$ cat src/hdl/bpra_pkg.sv
`default_nettype none
package bpra_pkg;
    localparam int ADDR_W = 48;
    localparam int SIZE_W = 25;
    localparam int CNT_W  = 13;
    localparam logic [CNT_W-1:0] CNT_MAX = {CNT_W{1'b1}};

    localparam logic CMD_ALLOC = 1'b0;
    localparam logic CMD_FREE  = 1'b1;

    typedef struct packed {
        logic we;
        logic wdata;
    } map_ctl_t;
endpackage
`default_nettype wire

$ cat src/hdl/bpra_if.sv
`default_nettype none
interface bpra_req_if;
    import bpra_pkg::*;
    logic              valid;
    logic              ready;
    logic              cmd;
    logic [SIZE_W-1:0] size_bytes;
    logic [SIZE_W-1:0] alignment_bytes;
    logic [ADDR_W-1:0] free_address;
    modport source (output valid, cmd, size_bytes, alignment_bytes, free_address,
                    input ready);
    modport sink   (input valid, cmd, size_bytes, alignment_bytes, free_address,
                    output ready);
endinterface

interface bpra_rsp_if;
    import bpra_pkg::*;
    logic              valid;
    logic              ready;
    logic              ok;
    logic [ADDR_W-1:0] address_out;
    logic [CNT_W-1:0]  used_pages;
    modport source (output valid, ok, address_out, used_pages, input ready);
    modport sink   (input valid, ok, address_out, used_pages, output ready);
endinterface
`default_nettype wire

$ cat src/hdl/bpra_engine.sv
`default_nettype none
module bpra_engine
    import bpra_pkg::*;
#(
    parameter int NUM_PAGES  = 4096,
    parameter int PAGE_BYTES = 4096
) (
    input  wire logic                         clk,
    input  wire logic                         rst_n,
    input  wire logic [ADDR_W-1:0]            base_address,
    input  wire logic                         init_done,
    bpra_req_if.sink                          req,
    bpra_rsp_if.source                        rsp,
    output logic [$clog2(NUM_PAGES)-1:0]      map_addr,
    output map_ctl_t                          map_ctl,
    input  wire logic                         map_rdata
);
    localparam int IW = $clog2(NUM_PAGES);
    localparam int CW = $clog2(NUM_PAGES + 1);
    localparam int PW = SIZE_W + 1;
    localparam logic [63:0]   TOTAL = 64'(NUM_PAGES) * 64'(PAGE_BYTES);
    localparam logic [PW-1:0] PB_M1 = PW'(PAGE_BYTES - 1);
    localparam logic [IW-1:0] LAST  = IW'(NUM_PAGES - 1);
    localparam logic [ADDR_W-1:0] NP_A = ADDR_W'(NUM_PAGES);

    localparam logic [2:0] S_IDLE  = 3'd0;
    localparam logic [2:0] S_PREP  = 3'd1;
    localparam logic [2:0] S_RD    = 3'd2;
    localparam logic [2:0] S_EV    = 3'd3;
    localparam logic [2:0] S_MARK  = 3'd4;
    localparam logic [2:0] S_FPREP = 3'd5;
    localparam logic [2:0] S_FCALC = 3'd6;
    localparam logic [2:0] S_CLR   = 3'd7;

    logic [2:0]        state_reg, state_next;
    logic              busy_out_reg, busy_out_next;
    logic [SIZE_W-1:0] size_reg, algn_reg;
    logic [ADDR_W-1:0] faddr_reg;
    logic [PW-1:0]     need_reg, need_next;
    logic [PW-1:0]     align_reg, align_next;
    logic [PW-1:0]     phase_reg, phase_next;
    logic [CW-1:0]     run_reg, run_next;
    logic [IW-1:0]     p_reg, p_next;
    logic [IW-1:0]     first_reg, first_next;
    logic [ADDR_W-1:0] fstart_reg, fstart_next;
    logic [PW-1:0]     rem_reg, rem_next;
    logic [CNT_W-1:0]  used_reg, used_next;
    logic              ok_reg, ok_next;
    logic [ADDR_W-1:0] addr_reg, addr_next;

    logic [PW-1:0]     sz_pg, al_pg;
    logic [CW-1:0]     run_new;
    logic [PW:0]       sum;
    logic [ADDR_W-1:0] avail;

    always_comb
    begin
        state_next    = state_reg;
        busy_out_next = busy_out_reg;
        need_next     = need_reg;
        align_next    = align_reg;
        phase_next    = phase_reg;
        run_next      = run_reg;
        p_next        = p_reg;
        first_next    = first_reg;
        fstart_next   = fstart_reg;
        rem_next      = rem_reg;
        used_next     = used_reg;
        ok_next       = ok_reg;
        addr_next     = addr_reg;
        map_addr      = p_reg;
        map_ctl       = '0;
        sz_pg   = PW'((PW'(size_reg) + PB_M1) / PAGE_BYTES);
        al_pg   = PW'((PW'(algn_reg) + PB_M1) / PAGE_BYTES);
        run_new = '0;
        sum     = '0;
        avail   = '0;

        if (busy_out_reg && rsp.ready)
            busy_out_next = 1'b0;

        case (state_reg)
            S_IDLE:
            begin
                if (req.valid && req.ready)
                    state_next = (req.cmd == CMD_ALLOC) ? S_PREP : S_FPREP;
            end
            S_PREP:
            begin
                need_next  = sz_pg;
                align_next = (al_pg == '0) ? PW'(1) : al_pg;
                phase_next = '0;
                run_next   = '0;
                p_next     = '0;
                ok_next    = 1'b0;
                addr_next  = '0;
                if (size_reg != '0 && 64'(size_reg) <= TOTAL)
                    state_next = S_RD;
                else
                begin
                    state_next    = S_IDLE;
                    busy_out_next = 1'b1;
                end
            end
            S_RD:
            begin
                state_next = S_EV;
            end
            S_EV:
            begin
                run_new = '0;
                if (!map_rdata)
                begin
                    if (run_reg == '0)
                    begin
                        if (phase_reg == '0)
                        begin
                            first_next = p_reg;
                            run_new    = CW'(1);
                        end
                    end
                    else
                        run_new = run_reg + 1'b1;
                end
                run_next   = run_new;
                phase_next = (phase_reg + 1'b1 == align_reg) ? '0 : phase_reg + 1'b1;
                p_next     = p_reg + 1'b1;
                if (run_new != '0 && PW'(run_new) >= need_reg)
                begin
                    first_next = (run_reg == '0) ? p_reg : first_reg;
                    p_next     = (run_reg == '0) ? p_reg : first_reg;
                    rem_next   = need_reg;
                    state_next = S_MARK;
                end
                else if (p_reg == LAST)
                begin
                    state_next    = S_IDLE;
                    busy_out_next = 1'b1;
                end
                else
                    state_next = S_RD;
            end
            S_MARK:
            begin
                map_ctl.we    = 1'b1;
                map_ctl.wdata = 1'b1;
                p_next   = p_reg + 1'b1;
                rem_next = rem_reg - 1'b1;
                if (rem_reg == PW'(1))
                begin
                    sum       = (PW+1)'(used_reg) + (PW+1)'(need_reg);
                    used_next = (sum > (PW+1)'(CNT_MAX)) ? CNT_MAX : sum[CNT_W-1:0];
                    ok_next   = 1'b1;
                    addr_next = base_address + ADDR_W'(first_reg) * ADDR_W'(PAGE_BYTES);
                    state_next    = S_IDLE;
                    busy_out_next = 1'b1;
                end
            end
            S_FPREP:
            begin
                ok_next     = 1'b0;
                addr_next   = '0;
                need_next   = sz_pg;
                fstart_next = ADDR_W'((faddr_reg - base_address) / PAGE_BYTES);
                if (faddr_reg >= base_address && size_reg != '0)
                begin
                    ok_next    = 1'b1;
                    used_next  = ((PW)'(used_reg) > sz_pg) ? used_reg - CNT_W'(sz_pg) : '0;
                    state_next = S_FCALC;
                end
                else
                begin
                    state_next    = S_IDLE;
                    busy_out_next = 1'b1;
                end
            end
            S_FCALC:
            begin
                avail  = NP_A - fstart_reg;
                p_next = fstart_reg[IW-1:0];
                if (fstart_reg >= NP_A)
                begin
                    state_next    = S_IDLE;
                    busy_out_next = 1'b1;
                end
                else
                begin
                    rem_next   = (ADDR_W'(need_reg) < avail) ? need_reg : PW'(avail);
                    state_next = S_CLR;
                end
            end
            S_CLR:
            begin
                map_ctl.we    = 1'b1;
                map_ctl.wdata = 1'b0;
                p_next   = p_reg + 1'b1;
                rem_next = rem_reg - 1'b1;
                if (rem_reg == PW'(1))
                begin
                    state_next    = S_IDLE;
                    busy_out_next = 1'b1;
                end
            end
            default:
            begin
                state_next = S_IDLE;
            end
        endcase
    end

    always_ff @(posedge clk or negedge rst_n)
    begin
        if (!rst_n)
        begin
            state_reg    <= S_IDLE;
            busy_out_reg <= 1'b0;
            used_reg     <= '0;
        end
        else
        begin
            state_reg    <= state_next;
            busy_out_reg <= busy_out_next;
            used_reg     <= used_next;
        end
    end

    always_ff @(posedge clk)
    begin
        if (req.valid && req.ready)
        begin
            size_reg  <= req.size_bytes;
            algn_reg  <= req.alignment_bytes;
            faddr_reg <= req.free_address;
        end
        need_reg   <= need_next;
        align_reg  <= align_next;
        phase_reg  <= phase_next;
        run_reg    <= run_next;
        p_reg      <= p_next;
        first_reg  <= first_next;
        fstart_reg <= fstart_next;
        rem_reg    <= rem_next;
        ok_reg     <= ok_next;
        addr_reg   <= addr_next;
    end

    assign req.ready       = (state_reg == S_IDLE) && !busy_out_reg && init_done;
    assign rsp.valid       = busy_out_reg;
    assign rsp.ok          = ok_reg;
    assign rsp.address_out = addr_reg;
    assign rsp.used_pages  = used_reg;
endmodule
`default_nettype wire

$ cat src/flat_wrapper.sv
// flat-port wrapper written by rule: the top's interface ports become plain ports
module bpra_engine_flat import bpra_pkg::*;
#(
    parameter int NUM_PAGES  = 4096,
    parameter int PAGE_BYTES = 4096
)
  (clk, rst_n, base_address, init_done, map_addr, map_ctl, map_rdata, req_valid, req_cmd, req_size_bytes, req_alignment_bytes, req_free_address, req_ready, rsp_valid, rsp_ok, rsp_address_out, rsp_used_pages, rsp_ready);
  bpra_req_if req_i ();
  bpra_rsp_if rsp_i ();
  input  wire logic clk;
  input  wire logic rst_n;
  input  wire logic [ADDR_W-1:0] base_address;
  input  wire logic init_done;
  output logic [$clog2(NUM_PAGES)-1:0] map_addr;
  output map_ctl_t map_ctl;
  input  wire logic map_rdata;
  input wire logic [$bits(req_i.valid)-1:0] req_valid;
  input wire logic [$bits(req_i.cmd)-1:0] req_cmd;
  input wire logic [$bits(req_i.size_bytes)-1:0] req_size_bytes;
  input wire logic [$bits(req_i.alignment_bytes)-1:0] req_alignment_bytes;
  input wire logic [$bits(req_i.free_address)-1:0] req_free_address;
  output wire logic [$bits(req_i.ready)-1:0] req_ready;
  output wire logic [$bits(rsp_i.valid)-1:0] rsp_valid;
  output wire logic [$bits(rsp_i.ok)-1:0] rsp_ok;
  output wire logic [$bits(rsp_i.address_out)-1:0] rsp_address_out;
  output wire logic [$bits(rsp_i.used_pages)-1:0] rsp_used_pages;
  input wire logic [$bits(rsp_i.ready)-1:0] rsp_ready;
  assign req_i.valid = req_valid;
  assign req_i.cmd = req_cmd;
  assign req_i.size_bytes = req_size_bytes;
  assign req_i.alignment_bytes = req_alignment_bytes;
  assign req_i.free_address = req_free_address;
  assign req_ready = req_i.ready;
  assign rsp_valid = rsp_i.valid;
  assign rsp_ok = rsp_i.ok;
  assign rsp_address_out = rsp_i.address_out;
  assign rsp_used_pages = rsp_i.used_pages;
  assign rsp_i.ready = rsp_ready;
  bpra_engine #(.NUM_PAGES(NUM_PAGES), .PAGE_BYTES(PAGE_BYTES)) u_core (.clk(clk), .rst_n(rst_n), .base_address(base_address), .init_done(init_done), .req(req_i), .rsp(rsp_i), .map_addr(map_addr), .map_ctl(map_ctl), .map_rdata(map_rdata));
endmodule
$ cat config.mk
export PLATFORM = sky130hd
export DESIGN_NAME = bpra_engine_flat
export DESIGN_NICKNAME = d
export VERILOG_FILES = /design/src/hdl/bpra_pkg.sv /design/src/hdl/bpra_if.sv /design/src/hdl/bpra_engine.sv /design/src/flat_wrapper.sv
export SDC_FILE = /design/constraint.sdc
export NUM_CORES = 1
export LEC_CHECK = 0
export ABC_CLOCK_PERIOD_IN_PS = 5000
export BUFFER_PORTS_ARGS = -buffer_cell sky130_fd_sc_hd__buf_2
export CAP_MARGIN = 20
export CORE_MARGIN = 4
export CORE_UTILIZATION = 45
export DETAILED_ROUTE_END_ITERATION = 8
export PLACE_DENSITY = 0.73
export SLEW_MARGIN = 20
export SYNTH_ARGS = -nofsm -noshare
export SYNTH_HDL_FRONTEND = slang
export SYNTH_SLANG_ARGS = --single-unit
$ cat constraint.sdc
create_clock -name clk -period 5 [get_ports clk]
set_input_delay 0.25 -clock clk [delete_from_list [all_inputs] [get_ports clk]]
set_output_delay 0.25 -clock clk [all_outputs]
set_load 0.02 [all_outputs]
======== Yosys cells after proc, flatten, opt, wreduce, memory -nomap -nowiden ========
Cells that the tools add are included.
cells by class
  $add $sub $neg .......................... 11
  magnitude comparators ................... 7
  equal/unequal tests ..................... 17
  mux-type cells .......................... 46
  reduce and logical (&&, ||, !) cells .... 30
operator list
  kind                                                                                   count
  26-bit two-way mux                                                                     4
  48-bit one-hot mux with 2 select lines                                                 1
  13-bit two-way mux                                                                     7
  26-bit one-hot mux with 3 select lines                                                 1
  12-bit two-way mux                                                                     6
  25-bit by 12-bit adder with 26-bit output, second input constant                       2
  26-bit logical NOT                                                                     2
  13-bit one-hot mux with 2 select lines                                                 2
  26-bit one-hot mux with 2 select lines                                                 1
  48-bit by 24-bit adder with 48-bit output                                              1
  48-bit greater-or-equal comparator                                                     1
  20-bit by 48-bit less-than comparator with 1-bit output                                1
  48-bit two-way mux                                                                     1
  12-bit one-hot mux with 4 select lines                                                 1
  48-bit subtractor                                                                      1
  13-bit by 36-bit subtractor with 37-bit output, first input constant                   1
  36-bit by 13-bit greater-or-equal comparator with 1-bit output, second input constant  1
  27-bit by 13-bit > comparator with 1-bit output, second input constant                 1
  26-bit by 1-bit adder with 26-bit output, second input constant                        1
  26-bit by 1-bit == test with 1-bit output, second input constant                       1
  26-bit == test                                                                         1
  26-bit by 1-bit subtractor with 26-bit output, second input constant                   1
  25-bit <= comparator, second input constant                                            1
  25-bit nonzero test                                                                    1
  other kinds (31)                                                                       70
word-level totals
  register bits after elaboration ......... 335
  bits of input ports ..................... 153
  output and inout port bits .............. 78
  logic and storage cells ................. 128

======== Longest topological paths before layout ========
  word-level depth ........................ 9
  mapped depth ............................ 19
  depth with buffers taken out ............ 18

======== Worst setup path after synthesis ========
No wires, ideal clock.
  path kind ............................... register -> register
  from .................................... register u_core.run_reg[0]
  to ...................................... register u_core.rem_reg[0], enable pin
  setup time .............................. 0.449 ns
  arrival time ............................ 5.019 ns
  required time ........................... 4.551 ns
  path slack .............................. -0.468 ns
  stages on the path, launching flop included .. 20
  buffers on the path ..................... 3
  period minus slack after synthesis ...... 5.468 ns
  cells stage by stage .................... edfxtp_1 inv_1 ha_1 nor4b_2 nand4_2 nand2b_1 buf_4 clkbuf_1 nor2_1 ha_1 o21a_1 o21a_1 and3_1 a21oi_1 a31oi_1 o221ai_2 buf_2 nor2_1 nor2_1 a211oi_1
on the way
  longest elaborated chain between the ends .. 8
  elaborated cells on any way between the ends .. 10
  classes of those cells .................. 1 x add/sub; 1 x order compare; 1 x eq/ne; 3 x mux; 4 x reduce/logical
RTL lines
  item                                                                                                          line                                    source
  from (decl)                                                                                                   bpra_engine.sv:42                       logic [CW-1:0] run_reg, run_next;
  from (signal assigned)                                                                                        bpra_engine.sv:238                      run_reg <= run_next;
  13-bit by 1-bit adder with 13-bit output / 13-bit logical NOT (equally long branches)                         bpra_engine.sv:123, bpra_engine.sv:114
  13-bit two-way mux (*)                                                                                        bpra_engine.sv:114                      if (run_reg == '0)
  13-bit two-way mux (*)                                                                                        bpra_engine.sv:112                      if (!map_rdata)
  13-bit two-way mux (*)                                                                                        bpra_engine.sv:82                       case (state_reg)
  13-bit by 20-bit greater-or-equal comparator with 1-bit output / 13-bit nonzero test (equally long branches)  bpra_engine.sv:128                      if (run_new != '0 && PW'(run_new) >= need_reg)
  1-bit logical AND (*)                                                                                         bpra_engine.sv:128
  2-bit by 1-bit != test with 1-bit output (no line) (*)                                                        -
  3-bit AND reduction (no line) (*)                                                                             -
  to (signal assigned)                                                                                          bpra_engine.sv:242                      rem_reg <= rem_next;
  to (decl)                                                                                                     bpra_engine.sv:46                       logic [PW-1:0] rem_reg, rem_next;
Mark *: on every way between the ends. The rest lies on a longest branch, timed or not. The select of a mux whose other input is x is not followed.
A chain may end at the register's enable or synchronous reset.

======== Final worst setup path ========
  from .................................... register u_core.run_reg[0]
  to ...................................... register u_core.first_reg[9], data pin
on the way
  longest elaborated chain between the ends .. 7
  elaborated cells on any way between the ends .. 10
  classes of those cells .................. 1 x add/sub; 1 x order compare; 5 x mux; 3 x reduce/logical
RTL lines
  item                                                                                                          line                                    source
  13-bit by 1-bit adder with 13-bit output / 13-bit logical NOT (equally long branches)                         bpra_engine.sv:123, bpra_engine.sv:114
  13-bit two-way mux                                                                                            bpra_engine.sv:114
  13-bit two-way mux                                                                                            bpra_engine.sv:112
  13-bit two-way mux                                                                                            bpra_engine.sv:82
  13-bit by 20-bit greater-or-equal comparator with 1-bit output / 13-bit nonzero test (equally long branches)  bpra_engine.sv:128
  1-bit logical AND                                                                                             bpra_engine.sv:128
  12-bit two-way mux (*)                                                                                        bpra_engine.sv:128
  to (signal assigned)                                                                                          bpra_engine.sv:240                      first_reg <= first_next;
  to (decl)                                                                                                     bpra_engine.sv:44                       logic [IW-1:0] first_reg, first_next;
Marked as above.

==> results.tsv <==
metric	value	unit
reg2reg_setup_slack	0.54	ns
hpwl	38420	um
gp_congestion	0.8981	
critPathMaxFanout	23	
dieArea	0.04677	mm2
max_freq	0.2241	GHz
portBuffers	230	
fin_ws	0.5381	ns
synth-main-ff-cell	edfxtp_1	
post_cts_buffers	0	
cp-start-kind	flip-flop	
min_path_type	input port to flip-flop	
ys_types	82	
synth_top_family_by_area	simple AND/OR/NAND/NOR gates	
clk_pin_slew	0.06	ns
holdPathEnd	u_core.rsp.address_out[0]$_SDFFCE_PP0P_	
muxShareOfSynthArea	1.199	%
tritoncts	built	
die_w	216.3	um
tns	0	ns
dr.pass1.iters	5	
dpl_cell_area	0.02130	mm2
reg2reg_depth	17	
fin_util	54.56	%
hold_viol	0	
vias	16010	
ctsRootBufferMaster	clkbuf_16	
async_flop_share	5.363	%
period_share	89.24	%
tightest_slew	1.039	ns
grt_usage	21.75	%
core	0.04298	mm2
synth_xor_area_share	8.435	%
reg2reg_from	u_core.run_reg[0]$_SDFFCE_PN0N_	
cp_data_arrival_time	4.74	ns
route.detailed.drc	0	
synth_seq_area_share	48.33	%
ant_nets	0	
powerDensity	447.3	mW/mm2
die_h	216.3	um
finalMaxSlewViolations	0	
grt_max_degree	80	
syn_to_final_growth	20.13	%
wl	52760	um
syn_area_per_cell	10.27	um2
period_needed	4.462	ns
grt_pass1_vias	15740	
pre_cts_ws	0.5607	ns
grt.overflow.total	0	
fin_worst_skew	0.01323	ns
design_area	0.02345	mm2
antenna_found_initial	4	
syn_nets	2176	
via_per_inst	5.630	
drtIter0Drc	1457	
grt_pass1_wl	82720	um
outcome	finished clean	
cp_data_required_time	5.28	ns
boundaryPins	231	
initial_core_util	45.42	%
setup_violations	0	
power.leakage	9.316	nW
irDropWorstVdd	0.2975	mV
rr_endpoint	u_core.first_reg[9]$_DFFE_PP_	
crit_type	flip-flop to flip-flop	
synth_edf_count	300	
nFillCells	3695	
clockBufferDepth	3	
htreeDepth	2	
min_from	base_address[0]	
whs	0.05425	ns
synth_compound_area_share	13.19	%
fin_nets	2506	
synth_adder_area_share	7.999	%
syn_inst	1900	
min_path_cells	2	
slew_headroom	30.45	%
ys_warn_count	0	
synth-simple-area-share	16.97	%
rsz0062_at_grt	false	
clk_latency	0.54	ns
numClockSinks	317	
end_kind	flip-flop	
drive_above_1_share	15.70	%
numCtsBuffers	35	
netlist_area	0.01952	mm2
rows	76	
detail_route.wl_per_cell	18.56	um
cap_violations	0	
ys_seq_elements	317	
[worst max-delay path by stage]
stage                                    startpoint                        endpoint  slack, ns  cells after the start
finish              u_core.run_reg[0]$_SDFFCE_PN0N_   u_core.first_reg[9]$_DFFE_PP_       0.54                     17
global route        u_core.run_reg[0]$_SDFFCE_PN0N_   u_core.first_reg[2]$_DFFE_PP_       0.20                     17
CTS                 u_core.run_reg[0]$_SDFFCE_PN0N_   u_core.first_reg[9]$_DFFE_PP_       0.52                     17
detailed placement  u_core.run_reg[0]$_SDFFCE_PN0N_   u_core.first_reg[9]$_DFFE_PP_       0.56                     17
global placement    u_core.run_reg[0]$_SDFFCE_PN0N_  u_core.first_reg[10]$_DFFE_PP_       0.69                     17
floorplan           u_core.run_reg[0]$_SDFFCE_PN0N_     u_core.rem_reg[0]$_DFFE_PP_       0.42                     19
[stage by stage]
| stage | power [W] | cells |
|---|---|---|
| floorplan | 0.006756 | 1900 |
| global placement | 0.007751 | 2677 |
| detailed placement | 0.007879 | 2677 |
| CTS | 0.01047 | 2839 |
| global route | 0.01107 | 2842 |
| finish | 0.01049 | 2843 |
[kinds of logic (layout without fill, tap and decap cells)]
| logic type | count (synthesis) | in the layout |
|---|---|---|
| DFF | 317 | 317 |
| and+or+nand+nor | 680 | 680 |
| muxes | 22 | 22 |
| other | 0 | 3 |
| AOI/OAI and AO/OA | 381 | 381 |
| buffers and inverters | 189 | 544 |
| adders and majority gates | 123 | 123 |
| xor gates and xnor gates | 188 | 188 |
[power by group]
group          leakage (nW)  switching, W  total, W  internal [W]
clock                 0.542       0.00107   0.00252       0.00145
sequential             2.95      0.000562   0.00431       0.00374
combinational          5.82       0.00227   0.00366       0.00139
total                  9.32       0.00391    0.0105       0.00658
[cell type report]
class                      instances  area (um2)  share of cell area [%]
tap                              585       732.0                   3.122
clock inverter                    17       157.7                  0.6723
clock buffer                      45       943.4                   4.023
antenna                            3       7.507                 0.03202
timing repair buffer             347        2300                   9.807
inverter                         135       506.7                   2.161
sequential                       317        9434                   40.23
multi-input combinational       1394        9368                   39.95
[layout by cell type (no fill, tap or decap), drive strengths merged, types with 37 or more instances in the layout]
cell type	n
edfxtp	300
buf	247
nor2	210
nand2	152
inv	137
ha	120
xnor2	118
dlygate4sd3	100
a21oi	96
o21ai	82
xor2	70
nand3	62
nor3	50
clkbuf	45
nand4	39
nor4	39
a21o	37
[worst max-delay path, cell delays in order (launching register included)]
cell,delay (ns)
edfxtp_1,0.43
inv_1,0.08
ha_1,0.20
nor4b_2,0.16
nand4_2,0.10
buf_4,0.23
nand2b_1,0.38
o21a_1,0.34
ha_1,0.27
nand2b_1,0.09
a31oi_1,0.08
o21ai_0,0.20
nand4_1,0.12
a31oi_1,0.22
o221ai_2,0.12
buf_4,0.24
nor2_2,0.52
mux2_2,0.40
[cells in the mapped netlist, types with 6 or more instances]
cell / number / area (um2)
a211oi_1: 12 / 90.09
a31oi_1: 22 / 137.6
nor3b_1: 6 / 45.04
mux2_2: 11 / 123.9
or2_2: 8 / 50.05
nand2_1: 152 / 570.6
a221o_1: 8 / 80.08
edfxtp_1: 300 / 9009
nand3_1: 61 / 305.3
nor2_2: 6 / 37.54
o221ai_1: 9 / 78.83
o21ai_0: 79 / 395.4
a21o_1: 37 / 277.8
ha_1: 120 / 1501
nor4_1: 37 / 231.5
or3_1: 17 / 106.4
o21bai_1: 11 / 82.58
and2_1: 13 / 81.33
buf_2: 11 / 55.05
xnor2_1: 118 / 1033
nand2b_1: 20 / 125.1
a211o_1: 7 / 61.31
inv_1: 134 / 503.0
o21a_1: 17 / 127.6
nor2b_1: 15 / 93.84
a21oi_1: 95 / 475.5
and3_1: 30 / 187.7
xor2_1: 70 / 613.1
mux2i_1: 11 / 110.1
nor2_1: 204 / 765.7
nand4_1: 38 / 237.7
nor3_1: 50 / 250.2
a22oi_1: 15 / 112.6
dfrtp_1: 17 / 425.4
clkbuf_1: 35 / 131.4
[layer usage]
layer | wire, um | global-route usage, % | part of all wire, %
met1 | 22290 | 28.54 | 42
met2 | 24940 | 36.66 | 47
met3 | 3828 | 3.968 | 7.3
met4 | 1683 | 7.190 | 3.2
met5 | 13 | 0 | 0.025
[timing repair]
| item | 4_1_cts | 5_1_grt |
|---|---|---|
| resized for setup | 0 | 0 |
| hold buffers | 100 | 0 |
| hold endpoints to repair | 116 | 0 |
Note: power is estimated with default switching activity, not from simulation.
